**config.mk**
```make
export PLATFORM = sky130hd
export DESIGN_NAME = descending_distance_sorter_top
export DESIGN_NICKNAME = d
export VERILOG_FILES = /design/src/sv/dds_pkg.sv /design/src/sv/descending_distance_sorter_top.sv /design/src/sv/dds_cell.sv
export SDC_FILE = /design/constraint.sdc
export NUM_CORES = 2
export LEC_CHECK = 0
export BUFFER_PORTS_ARGS = -buffer_cell sky130_fd_sc_hd__buf_2
export CORE_MARGIN = 2
export CORE_UTILIZATION = 40
export DETAILED_ROUTE_END_ITERATION = 10
export SYNTH_ARGS = -nofsm -noshare
export SYNTH_HDL_FRONTEND = slang
export SYNTH_SLANG_ARGS = --single-unit
```
**constraint.sdc**
```tcl
create_clock -name clock -period 15.2 [get_ports clock]
set_input_delay 1.52 -clock clock [delete_from_list [all_inputs] [get_ports clock]]
set_output_delay 1.52 -clock clock [all_outputs]
set_load 0.01 [all_outputs]
```
**src/sv/dds_pkg.sv**
```systemverilog
// Package for the descending distance sorter: widths, cell entry and command types,
// and the controller state type. No dependencies.
package dds_pkg;

   localparam int MAX_ENTRIES = 32;
   localparam int KEY_W       = 16;
   localparam int TAG_W       = 10;
   localparam int REQ_DATA_W  = 32;
   localparam int RSP_DATA_W  = 32;

   typedef struct packed {
      logic             valid;
      logic [KEY_W-1:0] key;
      logic [TAG_W-1:0] tag;
   } entry_type;

   typedef enum logic [1:0] {
      CELL_HOLD,
      CELL_INSERT,
      CELL_SHIFT
   } cell_op_type;

   typedef struct packed {
      cell_op_type      op;
      logic [KEY_W-1:0] new_key;
      logic [TAG_W-1:0] new_tag;
   } cell_cmd_type;

   typedef enum logic {
      ST_LOAD,
      ST_DRAIN
   } state_type;

endpackage

```
**src/sv/descending_distance_sorter_top.sv**
```systemverilog
// Top level of the descending distance sorter: controller and a chain of dds_cell.
// Depends on dds_pkg and dds_cell.
//
//  channel | dir | tdata (low bit up)                 | tlast       | tuser
//  req_    | in  | distance[15:0], tag[25:16], pad    | end_of_run  | -
//  rsp_    | out | sorted_distance[15:0], sorted_tag  | last_result | dropped
//
// Load: one word a cycle; every cell compares in parallel and the chain
// opens a gap in one step, so words may arrive back to back.
// Drain: after the word marked last, the chain shifts towards the head, one
// result per cycle; no input is taken then.
// A stalled rsp_tready simply freezes the chain. Reset is synchronous and
// clears the cell valid bits, the state and the dropped flag.
module descending_distance_sorter_top
   import dds_pkg::*;
(
   input  logic                  clock,
   input  logic                  reset,
   input  logic                  req_tvalid,
   output logic                  req_tready,
   input  logic [REQ_DATA_W-1:0] req_tdata,  // distance[15:0], tag[25:16], zero pad
   input  logic                  req_tlast,  // end_of_run
   output logic                  rsp_tvalid,
   input  logic                  rsp_tready,
   output logic [RSP_DATA_W-1:0] rsp_tdata,  // sorted_distance[15:0], sorted_tag[25:16]
   output logic                  rsp_tlast,  // last_result
   output logic                  rsp_tuser   // dropped
);

   state_type    state_ff, state_in;
   logic         dropped_ff, dropped_in;
   cell_cmd_type cmd;

   entry_type ent [0:MAX_ENTRIES];
   logic      keep_chain [0:MAX_ENTRIES];

   logic req_fire, rsp_fire, full, final_word;

   assign ent[MAX_ENTRIES] = '0;   // beyond the tail: empty
   assign keep_chain[0]    = 1'b1; // head: newcomer enters cell 0 if it beats it

   genvar gi;
   generate
      for (gi = 0; gi < MAX_ENTRIES; gi++) begin : g_cell
         entry_type prev_e;
         if (gi == 0) begin : g_head
            assign prev_e = '0;
         end else begin : g_body
            assign prev_e = ent[gi-1];
         end
         dds_cell u_cell (
            .clock      (clock),
            .reset      (reset),
            .cmd        (cmd),
            .prev_keep  (keep_chain[gi]),
            .prev_entry (prev_e),
            .next_entry (ent[gi+1]),
            .entry      (ent[gi]),
            .keep       (keep_chain[gi+1])
         );
      end
   endgenerate

   assign full       = ent[MAX_ENTRIES-1].valid;
   assign final_word = !ent[1].valid;
   assign req_fire   = req_tvalid && req_tready;
   assign rsp_fire   = rsp_tvalid && rsp_tready;

   always_comb begin
      state_in    = state_ff;
      dropped_in  = dropped_ff;
      cmd.op      = CELL_HOLD;
      cmd.new_key = req_tdata[KEY_W-1:0];
      cmd.new_tag = req_tdata[KEY_W+TAG_W-1:KEY_W];
      req_tready  = 1'b0;
      rsp_tvalid  = 1'b0;
      unique case (state_ff)
         ST_LOAD: begin
            req_tready = 1'b1;
            if (req_fire) begin
               if (full) begin
                  dropped_in = 1'b1;   // no room: word discarded
               end else begin
                  cmd.op = CELL_INSERT;
               end
               if (req_tlast) begin
                  state_in = ST_DRAIN;
               end
            end
         end
         ST_DRAIN: begin
            rsp_tvalid = ent[0].valid;
            if (rsp_fire) begin
               cmd.op = CELL_SHIFT;
               if (final_word) begin
                  state_in   = ST_LOAD;
                  dropped_in = 1'b0;
               end
            end
         end
         default: begin
            state_in = ST_LOAD;
         end
      endcase
   end

   always_ff @(posedge clock) begin
      if (reset) begin
         state_ff   <= ST_LOAD;
         dropped_ff <= 1'b0;
      end else begin
         state_ff   <= state_in;
         dropped_ff <= dropped_in;
      end
   end

   assign rsp_tdata = {{(RSP_DATA_W-KEY_W-TAG_W){1'b0}}, ent[0].tag, ent[0].key};
   assign rsp_tlast = final_word;
   assign rsp_tuser = dropped_ff;

endmodule

```
**src/sv/dds_cell.sv**
```systemverilog
// One cell of the insertion chain: holds a single entry and its valid bit.
// Depends on dds_pkg.
module dds_cell
   import dds_pkg::*;
(
   input  logic         clock,
   input  logic         reset,
   input  cell_cmd_type cmd,
   input  logic         prev_keep,   // upstream cell keeps its entry (or chain head)
   input  entry_type    prev_entry,  // upstream neighbour's entry
   input  entry_type    next_entry,  // downstream neighbour's entry, used on drain
   output entry_type    entry,
   output logic         keep
);

   logic             valid_ff, valid_in;
   logic [KEY_W-1:0] key_ff, key_in;
   logic [TAG_W-1:0] tag_ff, tag_in;

   // stable order: an equal stored key stays ahead of the newcomer
   assign keep = valid_ff && (key_ff >= cmd.new_key);

   always_comb begin
      valid_in = valid_ff;
      key_in   = key_ff;
      tag_in   = tag_ff;
      unique case (cmd.op)
         CELL_INSERT: begin
            if (!keep) begin
               if (prev_keep) begin
                  valid_in = 1'b1;
                  key_in   = cmd.new_key;
                  tag_in   = cmd.new_tag;
               end else begin
                  valid_in = prev_entry.valid;
                  key_in   = prev_entry.key;
                  tag_in   = prev_entry.tag;
               end
            end
         end
         CELL_SHIFT: begin
            valid_in = next_entry.valid;
            key_in   = next_entry.key;
            tag_in   = next_entry.tag;
         end
         default: begin
         end
      endcase
   end

   always_ff @(posedge clock) begin
      if (reset) begin
         valid_ff <= 1'b0;
      end else begin
         valid_ff <= valid_in;
      end
      key_ff <= key_in;
      tag_ff <= tag_in;
   end

   assign entry.valid = valid_ff;
   assign entry.key   = key_ff;
   assign entry.tag   = tag_ff;

endmodule
```
Yosys cells after proc, flatten, opt, wreduce, memory -nomap -nowiden --
Cells that the tools add are included.
Storage, ports and cells: input port bits 37, output and inout port bits 36, word-level logic and storage cells 539, register bits after elaboration 866
Operators by class: order comparisons 32, equality and inequality tests 38, bitwise logic cells 1, muxes and demuxes 301, reductions and logical operators 69
Operators with widths (count):
- 16-bit one-hot mux with 2 select lines | 32
- 16-bit two-way mux | 63
- 10-bit one-hot mux with 2 select lines | 32
- 10-bit two-way mux | 63
- 16-bit >= comparator | 32
- 1-bit two-way mux | 75
- 2-bit != test (second input constant) | 34
- 1-bit one-hot mux with 2 select lines | 34
- 2-bit AND reduction | 32
- 1-bit logical AND | 34
- 2-bit by 1-bit != test with 1-bit output (second input constant) | 2
- 2-bit one-hot mux with 2 select lines | 1
- 4-bit AND reduction | 1
- 2-bit by 1-bit equality test with 1-bit output (second input constant) | 1
- 2-bit equality test (second input constant) | 1
- 2-bit two-way mux | 1
- 2-bit nonzero test | 1
- 1-bit zero test | 1
- 1-bit inverter | 1

Logic depth before layout (Yosys ltp) --
depth in word-level cells 7, gate-level depth with buffers 11, gate-level depth less buffers 8

Hierarchy --
From an unflattened synthesis, not the netlist that was laid out.
Second synthesis, totals: cell total of the unflattened synthesis 5856, area total of the unflattened synthesis 58504.9 um^2
By module, submodules not included:
- dds_cell at g_cell[0].u_cell ... | seq. area each 800.8 um^2, times used 25, area each 1825.5 um^2, cells an instance 183
- dds_cell at g_cell[3].u_cell ... | seq. area each 800.8 um^2, times used 7, area each 1813.0 um^2, cells an instance 180
- descending_distance_sorter_top | seq. area each 40.0 um^2, times used 1, area each 176.4 um^2, cells an instance 21

Worst setup path before layout --
No wires, ideal clock.
kind input-to-reg, start point input port req_tdata[14], end point register g_cell[29].u_cell.key_ff[0] (enable), arrival time 5.757 ns, path buffers 3, setup time 0.445 ns, path slack 8.997 ns, stages 10, required time 14.755 ns, cells stage by stage clkbuf_1 -> inv_1 -> ha_1 -> a21oi_1 -> nand2_1 -> a221o_1 -> o31a_1 -> buf_2 -> buf_2 -> o21ai_0
On the way: cells in the longest elaborated chain, start to end 4
Ends and longest elaborated chain:
- start: declaration | RTL line descending_distance_sorter_top.sv:21 | input logic [REQ_DATA_W-1:0] req_tdata,
- 16-bit >= comparator | RTL line dds_cell.sv:21 | assign keep = valid_ff && (key_ff >= cmd.new_key);
- 1-bit logical AND | RTL line dds_cell.sv:21
- 2-bit != test (no line)
- 2-bit AND reduction (no line)
- end signal: assignment | RTL line dds_cell.sv:57 | key_ff <= key_in;
- end: declaration | RTL line dds_cell.sv:17 | logic [KEY_W-1:0] key_ff, key_in;
Every way passes these cells. A chain may end at the register's enable or synchronous reset.

Worst setup path in the final report --
start point input port req_tdata[14], end point register g_cell[24].u_cell.key_ff[13] (enable)
On the way: cells in the longest elaborated chain, start to end 4
Ends and longest elaborated chain (RTL line):
- 16-bit >= comparator | dds_cell.sv:21
- 1-bit logical AND | dds_cell.sv:21
- 2-bit != test (no line)
- 2-bit AND reduction (no line)
- end signal: assignment | dds_cell.sv:57
- end: declaration | dds_cell.sv:17
Every way passes these cells.

==> impl_metrics.py <==
metrics = {
    "sta": {
        "relSlewSlack_pct": 15.57,
        "fmax_mhz": 177.5,
        "finalSetupTns_ps": 0,
        "worst_pin_slew_ps": 1263,
        "whs_ps": 482.7,
        "slew_viol_final": 0,
        "min_period_ps": 5634,
        "finalSetupViolCount": 0,
        "rsz0062_at_grt": "false",
        "period_share_pct": 37.06,
        "hold_viol_final": 0,
        "skew_ps": 36.68,
    },
    "floorplan": {
        "die_w_um": 376.5,
        "start_util_pct": 40.32,
        "pin_count": 73,
        "num_rows": 136,
        "core_um2": 137700,
        "dieArea_um2": 141800,
        "die_y_um": 376.5,
    },
    "clock_network": {
        "tritoncts": "built",
        "cts_setup_buffers": 0,
        "cts_hold_buf": 0,
        "htreeDepth": 3,
        "clock_path_buffers": 3,
        "ctsResizeCount": 0,
        "clkSinkCount": 866,
        "numCtsBuffers": 100,
        "clk_pin_slew_ps": 60,
        "insertion_delay_ps": 720,
        "cts-root-buf": "clkbuf_16",
    },
    "placed_design": {
        "portBuffers": 60,
        "postPlaceCellArea_um2": 57100,
        "dp_hpwl_um": 127100,
        "gp_congestion": 0.8764,
    },
    "worst_hold_path": {
        "hp-class": "register to register",
        "hold_path_depth": 2,
        "hold_end": "g_cell[7].u_cell.valid_ff$_SDFFE_PP0P_",
        "hold_start": "g_cell[8].u_cell.valid_ff$_SDFFE_PP0P_",
    },
    "power": {
        "clkPwrFrac_pct": 33.3,
        "total_power_w": 0.007213,
        "comb_power_share_pct": 19.4,
        "internal_power_w": 0.004965,
        "vdd_ir_drop_max_mv": 0.08965,
        "leakagePower_nw": 22.33,
        "p_sw_share_pct": 31.17,
        "p_seq_share_pct": 47.4,
        "p_sw_w": 0.002249,
        "power.density_nw_per_um2": 119.8,
    },
    "layout": {
        "nets": 5956,
        "layout.area.seq_um2": 25660,
        "synthToLayoutAreaGrowth_pct": 8.502,
        "stdcell_area_um2": 60230,
        "layout_commonest_cell": "nand2_1",
        "final_cell_mix": "nand2_1 (1225), edfxtp_1 (832), a21oi_1 (503)",
        "nFillCells": 13048,
        "final_layout_size_suffix_gt1_share_pct": 7.104,
        "final_util_pct": 43.75,
        "multi_input_area_um2": 27560,
    },
    "drt": {
        "vias": 45225,
        "viasPerCell": 6.196,
        "drt_iter0_markers": 5317,
        "drtAntennaViolNets": 0,
        "wl_um": 190000,
        "routedWlPerCell_um": 26.03,
        "dr.pass1.iters": 6,
        "drc_errors": 0,
    },
    "yosys": {
        "netlist_instances": 5597,
        "synth_mux_area_share_pct": 8.042,
        "synth_compound_area_share_pct": 17.53,
        "synth_seq_cells": 866,
        "yosys_warnings": 0,
        "yosysTopAreaCell": "edfxtp_1",
        "synth_seq_area_share_pct": 46.23,
        "synth_ff_type": "edfxtp_1",
        "synth_fa_ha_area_share_pct": 11.18,
        "async_flop_share_pct": 0,
        "synth_area_um2": 55510,
        "synth_xor_area_share_pct": 0,
        "avgSynthCellArea_um2": 9.918,
        "synth_edf_count": 832,
        "synth_area_leaders": "edfxtp_1 (45%), ha_1 (11%), nand2_1 (8.3%)",
        "synthSimpleGateAreaFrac_pct": 12.13,
        "synth_cell_types": 68,
        "synth_top_family_by_area": "compound AO/OA/AOI/OAI gates",
        "yosysTopAreaCellShare_pct": 45.01,
    },
    "global_routing": {
        "first_global_vias": 43168,
        "grt_first_pass_wirelength_um": 280000,
        "antenna_found_initial": 5,
        "grt_util_all_layers_pct": 26.06,
        "grt-ovfl-total": 0,
        "grt_max_degree": 237,
    },
    "worst_setup_path": {
        "r2r_setup_slack_ps": 10330,
        "rr_endpoint": "g_cell[3].u_cell.key_ff[0]$_DFFE_PP_",
        "arrival_ps": 6060,
        "rr_worst_depth": 8,
        "cp-start-kind": "input port",
        "reg2reg_from": "g_cell[0].u_cell.valid_ff$_SDFFE_PP0P_",
        "path_max_fanout": 32,
        "worstSetupEndpointType": "register",
        "worstPathRequired_ps": 15630,
        "critical_path_class": "input port to register",
    },
    "flow_run": {
        "maxCapViolCount": 0,
    },
    "run_status": {
        "status": "completed",
    },
}
## routing by layer
metal | part of all wire (%) | routed length (µm) | track usage [%]
met1 | 43 | 81530 | 36.66
met2 | 44 | 83300 | 39.60
met3 | 9.4 | 17780 | 5.269
met4 | 3.9 | 7412 | 9.472
met5 | 0 | 0 | 0
## worst max path at each step
| stage | startpoint | to | slack [ps] |
|---|---|---|---|
| global route | req_tdata[14] | g_cell[24].u_cell.key_ff[13]$_DFFE_PP_ | 9390 |
| global placement | req_tdata[14] | g_cell[24].u_cell.tag_ff[2]$_DFFE_PP_ | 8980 |
| detailed placement | req_tdata[14] | g_cell[24].u_cell.tag_ff[2]$_DFFE_PP_ | 8970 |
| CTS | req_tdata[14] | g_cell[24].u_cell.tag_ff[2]$_DFFE_PP_ | 9710 |
| floorplan | req_tdata[14] | g_cell[29].u_cell.key_ff[0]$_DFFE_PP_ | 9000 |
| finish | req_tdata[14] | g_cell[24].u_cell.key_ff[13]$_DFFE_PP_ | 9570 |
## stage by stage
stage / setup WS (ps) / instances
floorplan: 8997 / 5602
global route: 9387 / 7299
detailed placement: 8966 / 7115
finish: 9566 / 7299
global placement: 8976 / 7115
CTS: 9709 / 7298
## power by group through the flow
stage          sequential (W)  clock, W  combinational, W
5_1_grt               0.00344   0.00250           0.00155
4_1_cts               0.00341   0.00242           0.00138
6_report              0.00342   0.00240           0.00140
3_3_place_gp          0.00345         0           0.00132
3_5_place_dp          0.00345         0           0.00137
2_1_floorplan         0.00328         0          0.000980
## cells in the mapped netlist, drive strengths merged, types with 3 or more instances
cell     number
nor2        159
or4           4
and4         13
o2bb2ai      56
nand2b       36
mux2i       446
a311oi       17
a211o        11
o41ai         3
o21ai       553
o21bai        3
nand4        56
a21boi        9
a2111o        9
o21a         21
a2111oi      18
inv         105
o221ai       28
edfxtp      832
nand3        73
a211oi       13
nor2b         5
and2         19
o31ai         7
a22oi        10
clkbuf      301
nand2      1225
a31oi        57
a21o         16
a32oi       208
o211ai       11
dfxtp        34
a221oi        9
nor4          6
and3          7
o2111ai       6
buf         160
nor3         24
or4b          5
or3           4
a21oi       506
ha          496
## state kept, by name, summed over array words and instances, names as in the netlist
register,cells
g_cell.u_cell.tag_ff,320
g_cell.u_cell.valid_ff,32
g_cell.u_cell.key_ff,512
rsp_tuser,1
state_ff,1
## critical path: stages
cell       delay, ps
buf_2             80
buf_4            530
inv_2            450
buf_4            370
ha_1             350
nand4_1          130
or3_1            470
a2111oi_2        410
o41a_1          1010
o21ai_2          320
buf_4            330
## layout make-up
type	count	share of cell area, %
Antenna cell	1	0.004155
Clock inverter	46	0.6710
Inverter	105	0.6544
Timing Repair Buffer	180	2.061
Sequential cell	866	42.61
Clock buffer	137	4.520
Tap cell	1794	3.727
Multi-Input combinational cell	4170	45.75
## kinds of logic after synthesis
group	Yosys count
buffers and inverters	566
other	1
AO/OA/AOI/OAI	1584
AND/OR/NAND/NOR	1638
multiplexers	446
flip-flops	866
adder cells (fa/ha/maj)	496
Power figures use the tool's default switching activity.
